## src/hw/rtl/bmpfb_pkg.sv

```systemverilog
// bmpfb_pkg: shared constants and types of the bmp to frame buffer blitter
// no dependencies; imported by every module of the block
`default_nettype none

package bmpfb_pkg;

    // bmp header layout
    localparam int unsigned HDR_POS_W = 6;
    localparam logic [HDR_POS_W-1:0] HDR_LEN    = 6'd54;
    localparam logic [HDR_POS_W-1:0] WIDTH_POS  = 6'd18;
    localparam logic [HDR_POS_W-1:0] HEIGHT_POS = 6'd22;

    // field widths
    localparam int unsigned BYTE_W  = 8;
    localparam int unsigned DIM_W   = 32;
    localparam int unsigned COL_W   = 12;
    localparam int unsigned ROW_W   = 13;
    localparam int unsigned PITCH_W = 13;
    localparam int unsigned PIX_W   = 24;
    localparam int unsigned PROD_W  = ROW_W + PITCH_W;
    localparam int unsigned ADDR_W  = PROD_W + 1;

    // configuration
    localparam int unsigned CFG_IDX_W  = 2;
    localparam int unsigned CFG_DATA_W = 13;
    localparam logic [CFG_IDX_W-1:0] CFG_ORIGIN_ROW    = 2'd0;
    localparam logic [CFG_IDX_W-1:0] CFG_ORIGIN_COLUMN = 2'd1;
    localparam logic [CFG_IDX_W-1:0] CFG_LINE_PITCH    = 2'd2;
    localparam logic [PITCH_W-1:0]   PITCH_RESET       = 13'd640;

    // position of a pixel byte within its triple
    typedef enum logic [1:0] {
        PH_BLUE  = 2'd0,
        PH_GREEN = 2'd1,
        PH_RED   = 2'd2
    } bmpfb_phase_t;

    // one finished pixel on its way to the address stages
    typedef struct packed {
        logic [ROW_W-1:0] row;
        logic [COL_W-1:0] col;
        logic [PIX_W-1:0] value;
        logic             last;
    } bmpfb_pix_t;

endpackage

`default_nettype wire

```

## src/hw/rtl/bmpfb_parser.sv

```systemverilog
// bmpfb_parser: header parse, pixel byte assembly, row and column tracking
// depends on bmpfb_pkg; feeds bmpfb_addr with one registered pixel per red byte
`default_nettype none

module bmpfb_parser #(
    parameter int unsigned MAX_DIM = 4096
) (
    input  wire                            aclk,
    input  wire                            aresetn,
    input  wire                            in_valid,
    output logic                           in_ready,
    input  wire  [bmpfb_pkg::BYTE_W-1:0]   in_byte,
    input  wire                            in_first,
    input  wire  [bmpfb_pkg::COL_W-1:0]    origin_row,
    output bmpfb_pkg::bmpfb_pix_t          pix,
    output logic                           pix_valid,
    input  wire                            pix_ready
);
    import bmpfb_pkg::*;

    logic [HDR_POS_W-1:0] hdr_pos_reg, hdr_pos_next;
    logic [DIM_W-1:0]     width_reg, width_next;
    logic [DIM_W-1:0]     height_reg, height_next;
    logic [COL_W-1:0]     col_reg, col_next;
    logic [COL_W-1:0]     frow_reg, frow_next;
    bmpfb_phase_t         phase_reg, phase_next;
    logic [BYTE_W-1:0]    blue_reg, blue_next;
    logic [BYTE_W-1:0]    green_reg, green_next;
    logic [1:0]           pad_reg, pad_next;
    logic                 done_reg, done_next;
    bmpfb_pix_t           pix_reg, pix_next;
    logic                 pix_valid_reg, pix_valid_next;

    logic                 accept;
    logic [HDR_POS_W-1:0] hdr_pos_eff;
    logic [DIM_W-1:0]     width_eff, height_eff;
    logic                 done_eff;
    logic                 in_hdr, in_pad, is_red, emit;
    logic                 col_last, row_last;
    logic [HDR_POS_W-1:0] hdr_pos_inc;
    logic                 bad_size;
    logic [1:0]           wbyte_sel, hbyte_sel;

    assign in_ready  = !pix_valid_reg || pix_ready;
    assign accept    = in_valid && in_ready;
    assign pix       = pix_reg;
    assign pix_valid = pix_valid_reg;

    // a first byte restarts the header at once
    assign hdr_pos_eff = in_first ? '0 : hdr_pos_reg;
    assign width_eff   = in_first ? '0 : width_reg;
    assign height_eff  = in_first ? '0 : height_reg;
    assign done_eff    = in_first ? 1'b0 : done_reg;

    assign in_hdr   = hdr_pos_eff < HDR_LEN;
    assign in_pad   = pad_reg != 2'd0;
    assign is_red   = !done_eff && !in_hdr && !in_pad
                      && phase_reg != PH_BLUE && phase_reg != PH_GREEN;
    assign emit     = accept && is_red;
    assign col_last = ({1'b0, col_reg} + 13'd1) == width_eff[12:0];
    assign row_last = ({1'b0, frow_reg} + 13'd1) == height_eff[12:0];
    assign hdr_pos_inc = hdr_pos_eff + 6'd1;
    // byte lane within the little-endian size words, wraps in two bits
    assign wbyte_sel = hdr_pos_eff[1:0] - WIDTH_POS[1:0];
    assign hbyte_sel = hdr_pos_eff[1:0] - HEIGHT_POS[1:0];
    // the last header byte carries no size bits, so the sizes are final here
    assign bad_size = width_eff == '0 || height_eff == '0
                      || width_eff > DIM_W'(MAX_DIM) || height_eff > DIM_W'(MAX_DIM);

    // pixel out: screen row flips the bottom-up file order
    always_comb begin
        pix_next       = pix_reg;
        pix_valid_next = pix_valid_reg;
        if (in_ready) begin
            pix_valid_next = emit;
        end
        if (emit) begin
            pix_next.row   = {1'b0, origin_row} + height_eff[12:0] - 13'd1
                             - {1'b0, frow_reg};
            pix_next.col   = col_reg;
            pix_next.value = {blue_reg, green_reg, in_byte};
            pix_next.last  = col_last && row_last;
        end
    end

    // parse state
    always_comb begin
        hdr_pos_next = hdr_pos_reg;
        width_next   = width_reg;
        height_next  = height_reg;
        col_next     = col_reg;
        frow_next    = frow_reg;
        phase_next   = phase_reg;
        blue_next    = blue_reg;
        green_next   = green_reg;
        pad_next     = pad_reg;
        done_next    = done_reg;
        if (accept) begin
            hdr_pos_next = hdr_pos_eff;
            width_next   = width_eff;
            height_next  = height_eff;
            done_next    = done_eff;
            if (!done_eff) begin
                if (in_hdr) begin
                    // little-endian size fields
                    if (hdr_pos_eff >= WIDTH_POS && hdr_pos_eff < WIDTH_POS + 6'd4) begin
                        width_next[8*wbyte_sel +: 8] =
                            width_eff[8*wbyte_sel +: 8] | in_byte;
                    end else if (hdr_pos_eff >= HEIGHT_POS
                                 && hdr_pos_eff < HEIGHT_POS + 6'd4) begin
                        height_next[8*hbyte_sel +: 8] =
                            height_eff[8*hbyte_sel +: 8] | in_byte;
                    end
                    hdr_pos_next = hdr_pos_inc;
                    if (hdr_pos_inc == HDR_LEN) begin
                        col_next   = '0;
                        frow_next  = '0;
                        phase_next = PH_BLUE;
                        pad_next   = 2'd0;
                        if (bad_size) begin
                            done_next = 1'b1;
                        end
                    end
                end else if (in_pad) begin
                    pad_next = pad_reg - 2'd1;
                end else begin
                    case (phase_reg)
                        PH_BLUE: begin
                            blue_next  = in_byte;
                            phase_next = PH_GREEN;
                        end
                        PH_GREEN: begin
                            green_next = in_byte;
                            phase_next = PH_RED;
                        end
                        default: begin
                            phase_next = PH_BLUE;
                            if (col_last) begin
                                col_next = '0;
                                if (row_last) begin
                                    done_next = 1'b1;
                                end else begin
                                    frow_next = frow_reg + 12'd1;
                                    pad_next  = width_eff[1:0];
                                end
                            end else begin
                                col_next = col_reg + 12'd1;
                            end
                        end
                    endcase
                end
            end
        end
    end

    always_ff @(posedge aclk) begin
        if (!aresetn) begin
            hdr_pos_reg   <= '0;
            width_reg     <= '0;
            height_reg    <= '0;
            col_reg       <= '0;
            frow_reg      <= '0;
            phase_reg     <= PH_BLUE;
            blue_reg      <= '0;
            green_reg     <= '0;
            pad_reg       <= '0;
            done_reg      <= 1'b1;
            pix_valid_reg <= 1'b0;
        end else begin
            hdr_pos_reg   <= hdr_pos_next;
            width_reg     <= width_next;
            height_reg    <= height_next;
            col_reg       <= col_next;
            frow_reg      <= frow_next;
            phase_reg     <= phase_next;
            blue_reg      <= blue_next;
            green_reg     <= green_next;
            pad_reg       <= pad_next;
            done_reg      <= done_next;
            pix_valid_reg <= pix_valid_next;
        end
    end

    always_ff @(posedge aclk) begin
        pix_reg <= pix_next;
    end

endmodule

`default_nettype wire

```

## src/hw/rtl/bmpfb_addr.sv

```systemverilog
// bmpfb_addr: two-stage address pipe, row times pitch then column add and range check
// depends on bmpfb_pkg; drives the result channel of the blitter
`default_nettype none

module bmpfb_addr #(
    parameter int unsigned FB_ADDR_BITS = 20
) (
    input  wire                            aclk,
    input  wire                            aresetn,
    input  bmpfb_pkg::bmpfb_pix_t          pix,
    input  wire                            pix_valid,
    output logic                           pix_ready,
    input  wire  [bmpfb_pkg::PITCH_W-1:0]  line_pitch,
    input  wire  [bmpfb_pkg::COL_W-1:0]    origin_column,
    output logic                           out_valid,
    input  wire                            out_ready,
    output logic [FB_ADDR_BITS-1:0]        out_address,
    output logic [bmpfb_pkg::PIX_W-1:0]    out_value,
    output logic                           out_last
);
    import bmpfb_pkg::*;

    logic                 mul_valid_reg, mul_valid_next;
    logic [PROD_W-1:0]    prod_reg;
    logic [ROW_W-1:0]     csum_reg;
    logic [PIX_W-1:0]     mval_reg;
    logic                 mlast_reg;
    logic                 mul_ready;

    logic                 out_valid_reg, out_valid_next;
    logic [FB_ADDR_BITS-1:0] addr_reg;
    logic [PIX_W-1:0]     val_reg;
    logic                 last_reg;
    logic                 out_free;
    logic [ADDR_W-1:0]    addr_full;
    logic                 in_range;

    assign out_free  = !out_valid_reg || out_ready;
    assign mul_ready = !mul_valid_reg || out_free;
    assign pix_ready = mul_ready;

    assign addr_full = {1'b0, prod_reg} + ADDR_W'(csum_reg);
    assign in_range  = (addr_full >> FB_ADDR_BITS) == '0;

    always_comb begin
        mul_valid_next = mul_valid_reg;
        out_valid_next = out_valid_reg;
        if (mul_ready) begin
            mul_valid_next = pix_valid;
        end
        // writes past the frame buffer are dropped here
        if (out_free) begin
            out_valid_next = mul_valid_reg && in_range;
        end
    end

    always_ff @(posedge aclk) begin
        if (!aresetn) begin
            mul_valid_reg <= 1'b0;
            out_valid_reg <= 1'b0;
        end else begin
            mul_valid_reg <= mul_valid_next;
            out_valid_reg <= out_valid_next;
        end
    end

    always_ff @(posedge aclk) begin
        if (mul_ready && pix_valid) begin
            prod_reg  <= PROD_W'(pix.row) * PROD_W'(line_pitch);
            csum_reg  <= {1'b0, origin_column} + {1'b0, pix.col};
            mval_reg  <= pix.value;
            mlast_reg <= pix.last;
        end
        if (out_free && mul_valid_reg) begin
            addr_reg <= addr_full[FB_ADDR_BITS-1:0];
            val_reg  <= mval_reg;
            last_reg <= mlast_reg;
        end
    end

    assign out_valid   = out_valid_reg;
    assign out_address = addr_reg;
    assign out_value   = val_reg;
    assign out_last    = last_reg;

endmodule

`default_nettype wire

```

## src/hw/rtl/bmp_to_framebuffer_blit.sv

```systemverilog
// bmp_to_framebuffer_blit: top level, configuration registers and pipeline wiring
// depends on bmpfb_pkg, bmpfb_parser and bmpfb_addr
`default_nettype none

// Streams a 24-bit BMP file in, one byte per item, and produces frame buffer
// word writes. s_first_byte marks byte 0 of a file and restarts parsing on that
// very byte. Width and height come from header bytes 18..25; a file whose size
// is zero or above MAX_DIM is ignored. Each pixel (blue, green, red bytes) yields
// one write on its red byte, packed blue<<16 | green<<8 | red, at address
// (origin_row + height - 1 - file_row) * line_pitch + origin_column + column,
// so the bottom-up file lands upright on screen. Row padding of width mod 4
// bytes is skipped. Writes at or above 2^FB_ADDR_BITS are dropped, and
// m_last_pixel flags the final pixel of the image. One byte is taken every
// clock unless stalled; a pixel write passes the parser register, the row
// times pitch multiply register, and column add and range check in the output
// register. Each stage holds while the next one is full, so backpressure on
// m_ready stalls the input without losing bytes. Config registers are written
// through cfg_we / cfg_index / cfg_data, by the user while idle; unenforced.
module bmp_to_framebuffer_blit #(
    parameter int unsigned MAX_DIM      = 4096,
    parameter int unsigned FB_ADDR_BITS = 20
) (
    input  wire                               aclk,
    input  wire                               aresetn,
    // configuration write port
    input  wire                               cfg_we,
    input  wire  [bmpfb_pkg::CFG_IDX_W-1:0]   cfg_index,
    input  wire  [bmpfb_pkg::CFG_DATA_W-1:0]  cfg_data,
    // file bytes in
    input  wire                               s_valid,
    output logic                              s_ready,
    input  wire  [7:0]                        s_file_byte,
    input  wire                               s_first_byte,
    // pixel writes out
    output logic                              m_valid,
    input  wire                               m_ready,
    output logic [FB_ADDR_BITS-1:0]           m_pixel_address,
    output logic [23:0]                       m_pixel_value,
    output logic                              m_last_pixel
);
    import bmpfb_pkg::*;

    // configuration registers
    logic [COL_W-1:0]   origin_row_reg, origin_row_next;
    logic [COL_W-1:0]   origin_column_reg, origin_column_next;
    logic [PITCH_W-1:0] line_pitch_reg, line_pitch_next;

    // parser to address pipe
    bmpfb_pix_t pix;
    logic       pix_valid;
    logic       pix_ready;

    // register writes; an index past the list is ignored
    always_comb begin
        origin_row_next    = origin_row_reg;
        origin_column_next = origin_column_reg;
        line_pitch_next    = line_pitch_reg;
        if (cfg_we) begin
            case (cfg_index)
                CFG_ORIGIN_ROW:    origin_row_next    = cfg_data[COL_W-1:0];
                CFG_ORIGIN_COLUMN: origin_column_next = cfg_data[COL_W-1:0];
                CFG_LINE_PITCH:    line_pitch_next    = cfg_data[PITCH_W-1:0];
                default: begin
                end
            endcase
        end
    end

    always_ff @(posedge aclk) begin
        if (!aresetn) begin
            origin_row_reg    <= '0;
            origin_column_reg <= '0;
            line_pitch_reg    <= PITCH_RESET;
        end else begin
            origin_row_reg    <= origin_row_next;
            origin_column_reg <= origin_column_next;
            line_pitch_reg    <= line_pitch_next;
        end
    end

    // header, padding and pixel byte assembly
    bmpfb_parser #(
        .MAX_DIM    (MAX_DIM)
    ) u_parser (
        .aclk       (aclk),
        .aresetn    (aresetn),
        .in_valid   (s_valid),
        .in_ready   (s_ready),
        .in_byte    (s_file_byte),
        .in_first   (s_first_byte),
        .origin_row (origin_row_reg),
        .pix        (pix),
        .pix_valid  (pix_valid),
        .pix_ready  (pix_ready)
    );

    // address computation and out-of-range drop
    bmpfb_addr #(
        .FB_ADDR_BITS (FB_ADDR_BITS)
    ) u_addr (
        .aclk          (aclk),
        .aresetn       (aresetn),
        .pix           (pix),
        .pix_valid     (pix_valid),
        .pix_ready     (pix_ready),
        .line_pitch    (line_pitch_reg),
        .origin_column (origin_column_reg),
        .out_valid     (m_valid),
        .out_ready     (m_ready),
        .out_address   (m_pixel_address),
        .out_value     (m_pixel_value),
        .out_last      (m_last_pixel)
    );

endmodule

`default_nettype wire
```

## config.mk

```make
export PLATFORM = sky130hd
export DESIGN_NAME = bmp_to_framebuffer_blit
export DESIGN_NICKNAME = d
export VERILOG_FILES = /design/src/hw/rtl/bmpfb_pkg.sv /design/src/hw/rtl/bmpfb_parser.sv /design/src/hw/rtl/bmpfb_addr.sv /design/src/hw/rtl/bmp_to_framebuffer_blit.sv
export SDC_FILE = /design/constraint.sdc
export NUM_CORES = 1
export LEC_CHECK = 0
export CORE_MARGIN = 1.5
export CORE_UTILIZATION = 50
export DETAILED_ROUTE_END_ITERATION = 8
export DONT_BUFFER_PORTS = 1
export PLACE_DENSITY = 0.76
export SYNTH_ARGS = -nofsm -noshare
export SYNTH_HDL_FRONTEND = slang
export SYNTH_HIERARCHICAL = 1
export SYNTH_SLANG_ARGS = --single-unit
export TNS_END_PERCENT = 50
```

## constraint.sdc

```tcl
create_clock -name aclk -period 6.85 [get_ports aclk]
set_input_delay 1.37 -clock aclk [delete_from_list [all_inputs] [get_ports aclk]]
set_output_delay 1.37 -clock aclk [all_outputs]
set_load 0.02 [all_outputs]
```

# After elaboration in Yosys (flattened, before gate mapping)
# Cells that the tools add are included.
# totals
register_bits,314
latch_bits,0
ramBits,0
mem_bits_ro,0
input_bits,29
mem_count,0
# op_classes
n_addsub,13
mul,1
div,0
n_lt_le_gt_ge,7
eq_ne,13
n_shift,5
mux,42
n_bitwise,5
reduce_logical,43
# op_table
op,n
two-way mux 32 bit,9
two-way mux 12 bit,10
indexed part select 8 x 34 -> 32 bit,2
bitwise mux 32 bit,2
greater-than comparator 32 x 13 -> 1 bit (second input constant),2
zero test 32 bit,2
indexed part select 32 x 6 -> 8 bit,2
negation 5 -> 34 bit,1
variable shift 8 x 34 -> 32 bit (first input constant),1
adder 26 x 13 -> 27 bit,1
zero test 27 bit,1
adder 12 x 1 -> 13 bit (second input constant),2
equality test 13 bit,2
multiplier 13 x 13 -> 26 bit,1
adder 12 x 1 -> 12 bit (second input constant),2
two-way mux 6 bit,3
two-way mux 2 bit,8
OR 8 bit,2
AND reduction 5 bit,3
adder 12 x 12 -> 13 bit,1
adder 12 x 13 -> 13 bit,1
subtractor 13 x 1 -> 13 bit (second input constant),1
subtractor 13 x 12 -> 13 bit,1
>= comparator 6 x 5 -> 1 bit (second input constant),2
25 further kinds,67

# Depth between registers and ports, before layout
# Gate-level depths: netlist of the first run.
# logic_depth
depth_word,10
ltp_mapped,21

# Modules after synthesis
# Netlist of the first run, hierarchy kept.
# modules_own_cells
mod,n_inst,cells_each,area_per_inst_um2,seq_area_each_um2
bmpfb_addr,1,966,10224.8,3313.2
bmpfb_parser,1,957,8962.3,3823.7
bmp_to_framebuffer_blit,1,140,1413.9,740.7

# Worst setup path before layout of the first run
# OpenSTA, ideal clock, no wires.
# synth_path
kind,flip-flop to flip-flop
startpoint,register u_parser.pix_reg (netlist bit u_parser/pix[45])
endpoint,"register u_addr.prod_reg[25], data pin"
setup_time_ps,259
arrival_time_ps,5115
setup_slack_ps,1476
path_stages_with_launch,21
path_buffers,1
synth_period_minus_slack_ps,5374
cell_sequence,edfxtp_1 clkbuf_1 and2_1 fa_1 inv_1 fa_1 inv_1 fa_1 fa_1 inv_1 fa_1 inv_1 ha_1 or2_2 a21boi_0 and3_1 a221oi_1 a21oi_1 a21oi_1 o21ai_1 xnor2_1
# synth_between
elab_chain_len,1
# synth_lines
element,line,rtl
from (decl),bmpfb_parser.sv:31,"bmpfb_pix_t pix_reg, pix_next;"
from (signal assigned),bmpfb_parser.sv:185,pix_reg <= pix_next;
multiplier 13 x 13 -> 26 bit,bmpfb_addr.sv:69,prod_reg <= PROD_W'(pix.row) * PROD_W'(line_pitch);
to (signal assigned),bmpfb_addr.sv:69,
to (decl),bmpfb_addr.sv:24,logic [PROD_W-1:0] prod_reg;
# Every way passes these cells.
# A chain may end at the register's enable or synchronous reset.

# Final worst setup path of the first run
# layout_path
startpoint,register u_parser.pix_reg (netlist bit u_parser/pix[44])
endpoint,"register u_addr.prod_reg[25], data pin"
# The elaborated chain is that of the path after synthesis.

==> summary.md, run 1 <==
| Metric | Value |
|---|---|
| N_diodes | `0` |
| Critical path class | `reg2reg` |
| Worst path max stage delay | `approximately 0.60 ns` |
| Most common cell after layout, fill and taps aside | `nand2_1` |
| Asr flop ratio synth | `0%` |
| Worst skew pair latency | `roughly 0.56 ns` |
| Pwr dens | `around 200 mW/mm²` |
| CP endpoint kind | `flip-flop` |
| Placed Cells | `~2500` |
| Minimum clock period | `about 5.8 ns` |
| F_max | `around 170 MHz` |
| Status | `finished, final reports clean` |
| CTS tree | `done` |
| Drt first pass iters | `5` |
| Final cell count without fillers | `roughly 2600` |
| Seq/Total Area, Yosys | `a little under two fifths` |
| Pre-CTS WS | `~1.1 ns` |
| GR peak layer | `met2` |
| DIE AREA | `0.0424 mm²` |
| Combinational Power Share | `11.5%` |
| CP Data Arrival Time | `between 6 and 7 ns` |
| Root Buffer | `clkbuf_16` |
| Routed Antenna Nets | `0` |
| RD Place Congestion | `0.928` |
| Startpoint types | `flip-flop` |
| Worst path most repeated cell | `fa_1` |
| Max reg flops | `50` |
| Library cells used by synthesis | `72` |
| Post-synthesis net count | `2344` |
| Hold Fails Final Rpt | `0` |
| Sw frac | `25.0%` |
| Placed wire-length estimate | `approximately 35 mm` |
| Sum Neg Setup Slack | `0 ns` |
| Post-synth EDFFs | `approximately 160` |
| Syn Inst Count | `slightly above 2000` |
| Commonest cells after routing, fill and taps aside | `247 x nand2_1, 235 x inv_1, 159 x edfxtp_1` |
| Final Util | `a little over half` |
| Clock-pin slew on the worst setup and hold paths | `0.06 ns` |
| Area grow syn2layout | `7.63%` |
| Tcrit/Tclk final | `85.3%` |
| YS warnings | `6` |
| Share of cells above drive strength 1 | `~5.3%` |
| Crit path cell chain | `and2_1 -> fa_1 -> inv_1 -> fa_1 -> inv_1 -> fa_1 -> fa_1 -> inv_1 -> fa_1 -> inv_1 -> ha_1 -> or2_2 -> a21boi_0 -> and3_1 -> a221oi_1 -> a21oi_1 -> a21oi_1 -> o21ai_1 -> xnor2_1` |
| WL/cell | `between 15 and 20 µm` |
| RSZ-0062 raised after global routing | `false` |
| Via count | `roughly 15000` |
| Worst VDD drop | `~0.14 mV` |
| Vias/cell | `around 5.7` |
| GR Overflow Total | `0` |
| Endpoints failing setup | `0` |
| Largest net degree at the start of global routing | `between 80 and 90` |
| # Post-CTS Setup Buffers | `0` |
| Wire length of the first global-routing pass | `roughly 76 mm` |
| Resized cells post-CTS | `0` |
| Relative slew slack | `20.1%` |
| Hold WS | `roughly 0.42 ns` |
| Mapped Area | `0.0206 mm²` |
| Initial antenna violation count | `0` |
| # DRC | `0` |
| Core Rows | `74` |
| P_sw | `~1.1 mW` |
| Synthesized area per cell | `approximately 10 µm²` |
| Boundary Pins | `76` |
| Worst-Margin Slew | `1.19 ns` |
| Max-Cap Viols | `0` |
| Starting DRT DRC Count | `1143` |
| Total GRT Usage | `between 20 and 25%` |
| P_leak | `9.32 nW` |
| IO buf count | `0` |
| Met3 GRT Util | `between 5 and 6%` |
| Initial core utilization | `between 50% and 60%` |
| Hold_buf cts | `0` |
| Buffer depth of the longest clock path | `3` |
| Drt total wl | `approximately 47 mm` |
| Worst Hold Class | `reg2reg` |
| Die height | `roughly 200 µm` |
| Vias in the first global route | `between 10000 and 15000` |
| Grt met2 use | `between 30 and 40%` |
| CP max FO | `13` |
| CTS Sinks | `314` |
| CP max stage cell | `edfxtp_1` |
| Die X | `between 200 and 250 µm` |
| Post-route setup slack | `roughly 1.0 ns` |
| R2R Setup Slk | `1.01 ns` |
| Clock power share | `between 40% and 50%` |
| Clk_skew | `about 0.032 ns` |
| Net count, final | `approximately 2300` |
| Int Pwr | `between 3 and 4 mW` |
| Top FF cell, synth | `edfxtp_1` |
| #FFs+latches synth | `around 310` |
| GR met1 Demand/Resource | `between 30% and 40%` |
| Core area | `between 0.04 and 0.05 mm²` |
| Worst Path Required | `between 7 and 8 ns` |
| Htree depth | `2` |
| Sequential share of power | `around 45%` |
| CTS buffer count | `35` |
| Pins over their slew limit | `0` |
-- cell families (layout without fill, tap and decap cells) --
group / Yosys count / count (layout) / synth area share (%)
and+or+nand+nor: 696 / 696 / 16.5
buffers and inverters: 323 / 311 / 6.15
AOI/OAI and AO/OA: 318 / 318 / 10.5
DFF: 314 / 314 / 38.2
adders and majority gates: 252 / 252 / 20.3
xor gates and xnor gates: 89 / 89 / 3.89
muxes: 71 / 71 / 4.42
-- worst paths after layout --
| path | start | to | depth (start not counted) |
|---|---|---|---|
| setup / recovery | u_parser/pix[44]$_DFFE_PP_ | u_addr/prod_reg[25]$_DFFE_PP_ | 19 |
| hold / removal | u_parser/pix[16]$_DFFE_PP_ | u_addr/mval_reg[15]$_DFFE_PP_ | 0 |
| setup reg to reg | u_parser/pix[44]$_DFFE_PP_ | u_addr/prod_reg[25]$_DFFE_PP_ | 19 |
| hold reg to reg | u_parser/pix[16]$_DFFE_PP_ | u_addr/mval_reg[15]$_DFFE_PP_ | 0 |
-- synth_stat cells (7+ instances only) --
master	n	area, µm²
mux4_2	16	360
a22oi_1	56	420
nand4_1	15	93.8
inv_1	237	890
o21ai_0	54	270
nand3b_1	7	52.6
mux2i_1	55	551
buf_2	11	55.1
nand2b_1	14	87.6
fa_1	136	2720
nand3_1	31	155
or2_2	11	68.8
clkbuf_1	63	236
a21o_1	38	285
a21boi_0	7	52.6
xor2_1	29	254
a211oi_1	9	67.6
nor2b_1	19	119
and3_1	14	87.6
a31oi_1	14	87.6
o211ai_1	16	120
edfxtp_1	159	4770
nor4_1	27	169
nor2_1	146	548
and4_1	7	61.3
xnor2_1	58	508
nor3_1	24	120
nand2_1	247	927
dfxtp_1	155	3100
a21oi_1	61	305
a2111oi_0	13	114
ha_1	116	1450
or3_1	14	87.6
and2_1	91	569
-- through the flow --
stage	cell area (µm²)	power (mW)
after floorplan	20600	2.44
after global placement	21000	2.54
after detailed placement	21000	2.55
after CTS	22200	4.47
after global routing	22200	4.62
final	22200	4.43
-- power groups by stage --
stage | Clock (mW) | Combinational, mW | Sequential [mW]
6_report | 1.92 | 0.509 | 2.01
5_1_grt | 2.03 | 0.580 | 2.01
4_1_cts | 1.96 | 0.510 | 2.01
3_5_place_dp | 0 | 0.504 | 2.05
3_3_place_gp | 0 | 0.490 | 2.05
2_1_floorplan | 0 | 0.406 | 2.03
-- per-layer routing --
metal	part of all wire [%]	wire length [µm]
met2	46	21700
met5	0	0
met4	2.2	1020
met1	44	21000
met3	7.4	3500
-- worst max-delay path, delay by kind of cell, from the launching register on --
kind / cells / cell delay, ns
AO/OA/AOI/OAI: 5 / 0.85
buffers and inverters: 4 / 0.21
adder cells (fa/ha/maj): 6 / 2.93
XOR/XNOR: 1 / 0.13
flip-flops: 1 / 0.60
AND/OR/NAND/NOR: 3 / 0.84
-- cell type report --
| class | instances | area (µm²) |
|---|---|---|
| clock buffer | 40 | 915 |
| timing repair buffer | 10 | 75.1 |
| sequential | 314 | 7880 |
| clock inverter | 24 | 279 |
| tap | 532 | 666 |
| multi-input combinational | 1426 | 11500 |
| fill | 3547 | 18600 |
| inverter | 237 | 890 |
No activity file was read; power rests on OpenSTA's default activity.
==> run 2, diff against run 1 <==
Settings changed: CORE_MARGIN 1.5 to 5, GPL_TIMING_DRIVEN set to 0.
==> summary.md, run 2 (synthesis results as in run 1) <==
| Metric | Value |
|---|---|
| Area grow syn2layout | `9.01%` |
| Max-Cap Viols | `0` |
| N_diodes | `0` |
| DIE AREA | `about 0.045 mm²` |
| Via count | `15500` |
| Worst Path Required | `between 7 and 8 ns` |
| Wire length of the first global-routing pass | `a little over 80 mm` |
| Clk_skew | `between 0.01 and 0.015 ns` |
| Worst VDD drop | `0.133 mV` |
| Placed wire-length estimate | `~40 mm` |
| Minimum clock period | `6.67 ns` |
| Commonest cells after routing, fill and taps aside | `247 x nand2_1, 236 x inv_1, 159 x edfxtp_1` |
| GR Overflow Total | `0` |
| Worst skew pair latency | `about 0.55 ns` |
| Vias in the first global route | `about 15000` |
| Status | `finished, final reports clean` |
| CTS tree | `done` |
| Hold Fails Final Rpt | `0` |
| IO buf count | `0` |
| Drt first pass iters | `6` |
| Sum Neg Setup Slack | `0 ns` |
| Initial core utilization | `50.5%` |
| CP endpoint kind | `flip-flop` |
| Share of cells above drive strength 1 | `roughly 5.3%` |
| Vias/cell | `roughly 5.8` |
| Tcrit/Tclk final | `97.3%` |
| Worst-Margin Slew | `around 1.0 ns` |
| Root Buffer | `clkbuf_16` |
| Relative slew slack | `slightly above 30%` |
| Top Family by Delay on Critical Path | `adder cells` |
| Worst Hold Class | `reg2reg` |
| # DRC | `0` |
| Crit path cell chain | `clkbuf_1 -> nand2_1 -> fa_1 -> inv_1 -> fa_1 -> fa_1 -> fa_1 -> inv_1 -> fa_1 -> inv_1 -> ha_1 -> a211oi_1 -> o2bb2ai_1 -> nor2_1 -> a221oi_1 -> a21oi_1 -> a21oi_1 -> o21ai_1 -> xnor2_1` |
| Buffer depth of the longest clock path | `3` |
| CTS Sinks | `about 310` |
| Die X | `approximately 210 µm` |
| Starting DRT DRC Count | `1300` |
| Core Rows | `74` |
| CP Buf/Inv Count | `4` |
| Startpoint types | `flip-flop` |
| Htree depth | `2` |
| Worst path max stage delay | `~0.57 ns` |
| Die height | `~210 µm` |
| F_max | `around 150 MHz` |
| Endpoints failing setup | `0` |
| # Post-CTS Setup Buffers | `0` |
| Pins over their slew limit | `0` |
| CP Data Arrival Time | `a little under 7 ns` |
| Clock-pin slew on the worst setup and hold paths | `0.06 ns` |
| Boundary Pins | `76` |
| Critical path class | `reg2reg` |
| Pwr dens | `between 150 and 200 mW/mm²` |
| Resized cells post-CTS | `0` |
| Largest net degree at the start of global routing | `40` |
| Most common cell after layout, fill and taps aside | `nand2_1` |
| Net count, final | `around 2400` |
| CP max stage cell | `fa_1` |
| P_leak | `9.43 nW` |
| CP max FO | `10` |
| Hold_buf cts | `0` |
| Routed Antenna Nets | `0` |
| Max reg flops | `50` |
| Total GRT Usage | `between 20% and 30%` |
| Drt total wl | `just over 50 mm` |
| CTS buffer count | `34` |
| Initial antenna violation count | `0` |
| RD Place Congestion | `about 0.96` |
| Final Util | `a little over half` |
| RSZ-0062 raised after global routing | `false` |
| Worst path most repeated cell | `fa_1` |
| WL/cell | `19.1 µm` |
| Core area | `just over 0.04 mm²` |
==> run 2: per-layer routing <==
layer	global-route usage, %	part of all wire, %
met1	32.5	44
met3	4.33	7.0
met5	0	0
met4	4.70	1.8
met2	36.0	47
==> run 2: layout make-up <==
type                            instances  area, µm²
Timing Repair Buffer                    3       60.1
Tap cell                              532        666
Fill cell                            3494      18400
Sequential cell                       314       7880
Buffer                                 86        380
Clock buffer                           45        913
Inverter                              237        890
Multi-Input combinational cell       1426      11500
Clock inverter                         17        199
==> run 2: worst register-to-register path: cells and delay by family, from the launching register on <==
family	cells	cell delay, ns
compound gates	6	1.77
simple gates	2	0.25
xor+xnor	1	0.42
buf+inv	4	0.60
flops	1	0.42
fa+ha+maj	6	2.94
==> run 2: final timing paths <==
check,from,end,slack [ns],depth (start not counted)
max,u_parser/pix[42]$_DFFE_PP_,u_addr/prod_reg[25]$_DFFE_PP_,0.18,19
min,u_parser/pix[13]$_DFFE_PP_,u_addr/mval_reg[12]$_DFFE_PP_,0.41,0
max reg2reg,u_parser/pix[42]$_DFFE_PP_,u_addr/prod_reg[25]$_DFFE_PP_,0.18,19
min reg2reg,u_parser/pix[13]$_DFFE_PP_,u_addr/mval_reg[12]$_DFFE_PP_,0.41,0
==> run 2: where the power goes <==
group          internal [mW]  leakage (nW)  switching (mW)  total (mW)
clock                   1.04         0.537           0.774        1.81
sequential              1.99          2.84         0.00929        2.00
combinational          0.208          6.05           0.337       0.545
total                   3.23          9.43            1.12        4.35
==> run 2: per-stage QoR <==
step                      instance area [µm²]  cells  hold slack (ns)  power (mW)  setup WS, ns
after floorplan                         20600   2063            0.400        2.44          1.48
after global placement                  21300   2595            0.401        2.56         0.392
after detailed placement                21300   2598            0.405        2.57         0.338
after CTS                               22400   2660            0.417        4.39         0.306
after global routing                    22500   2660            0.418        4.55       0.00135
final                                   22500   2660            0.415        4.35         0.185
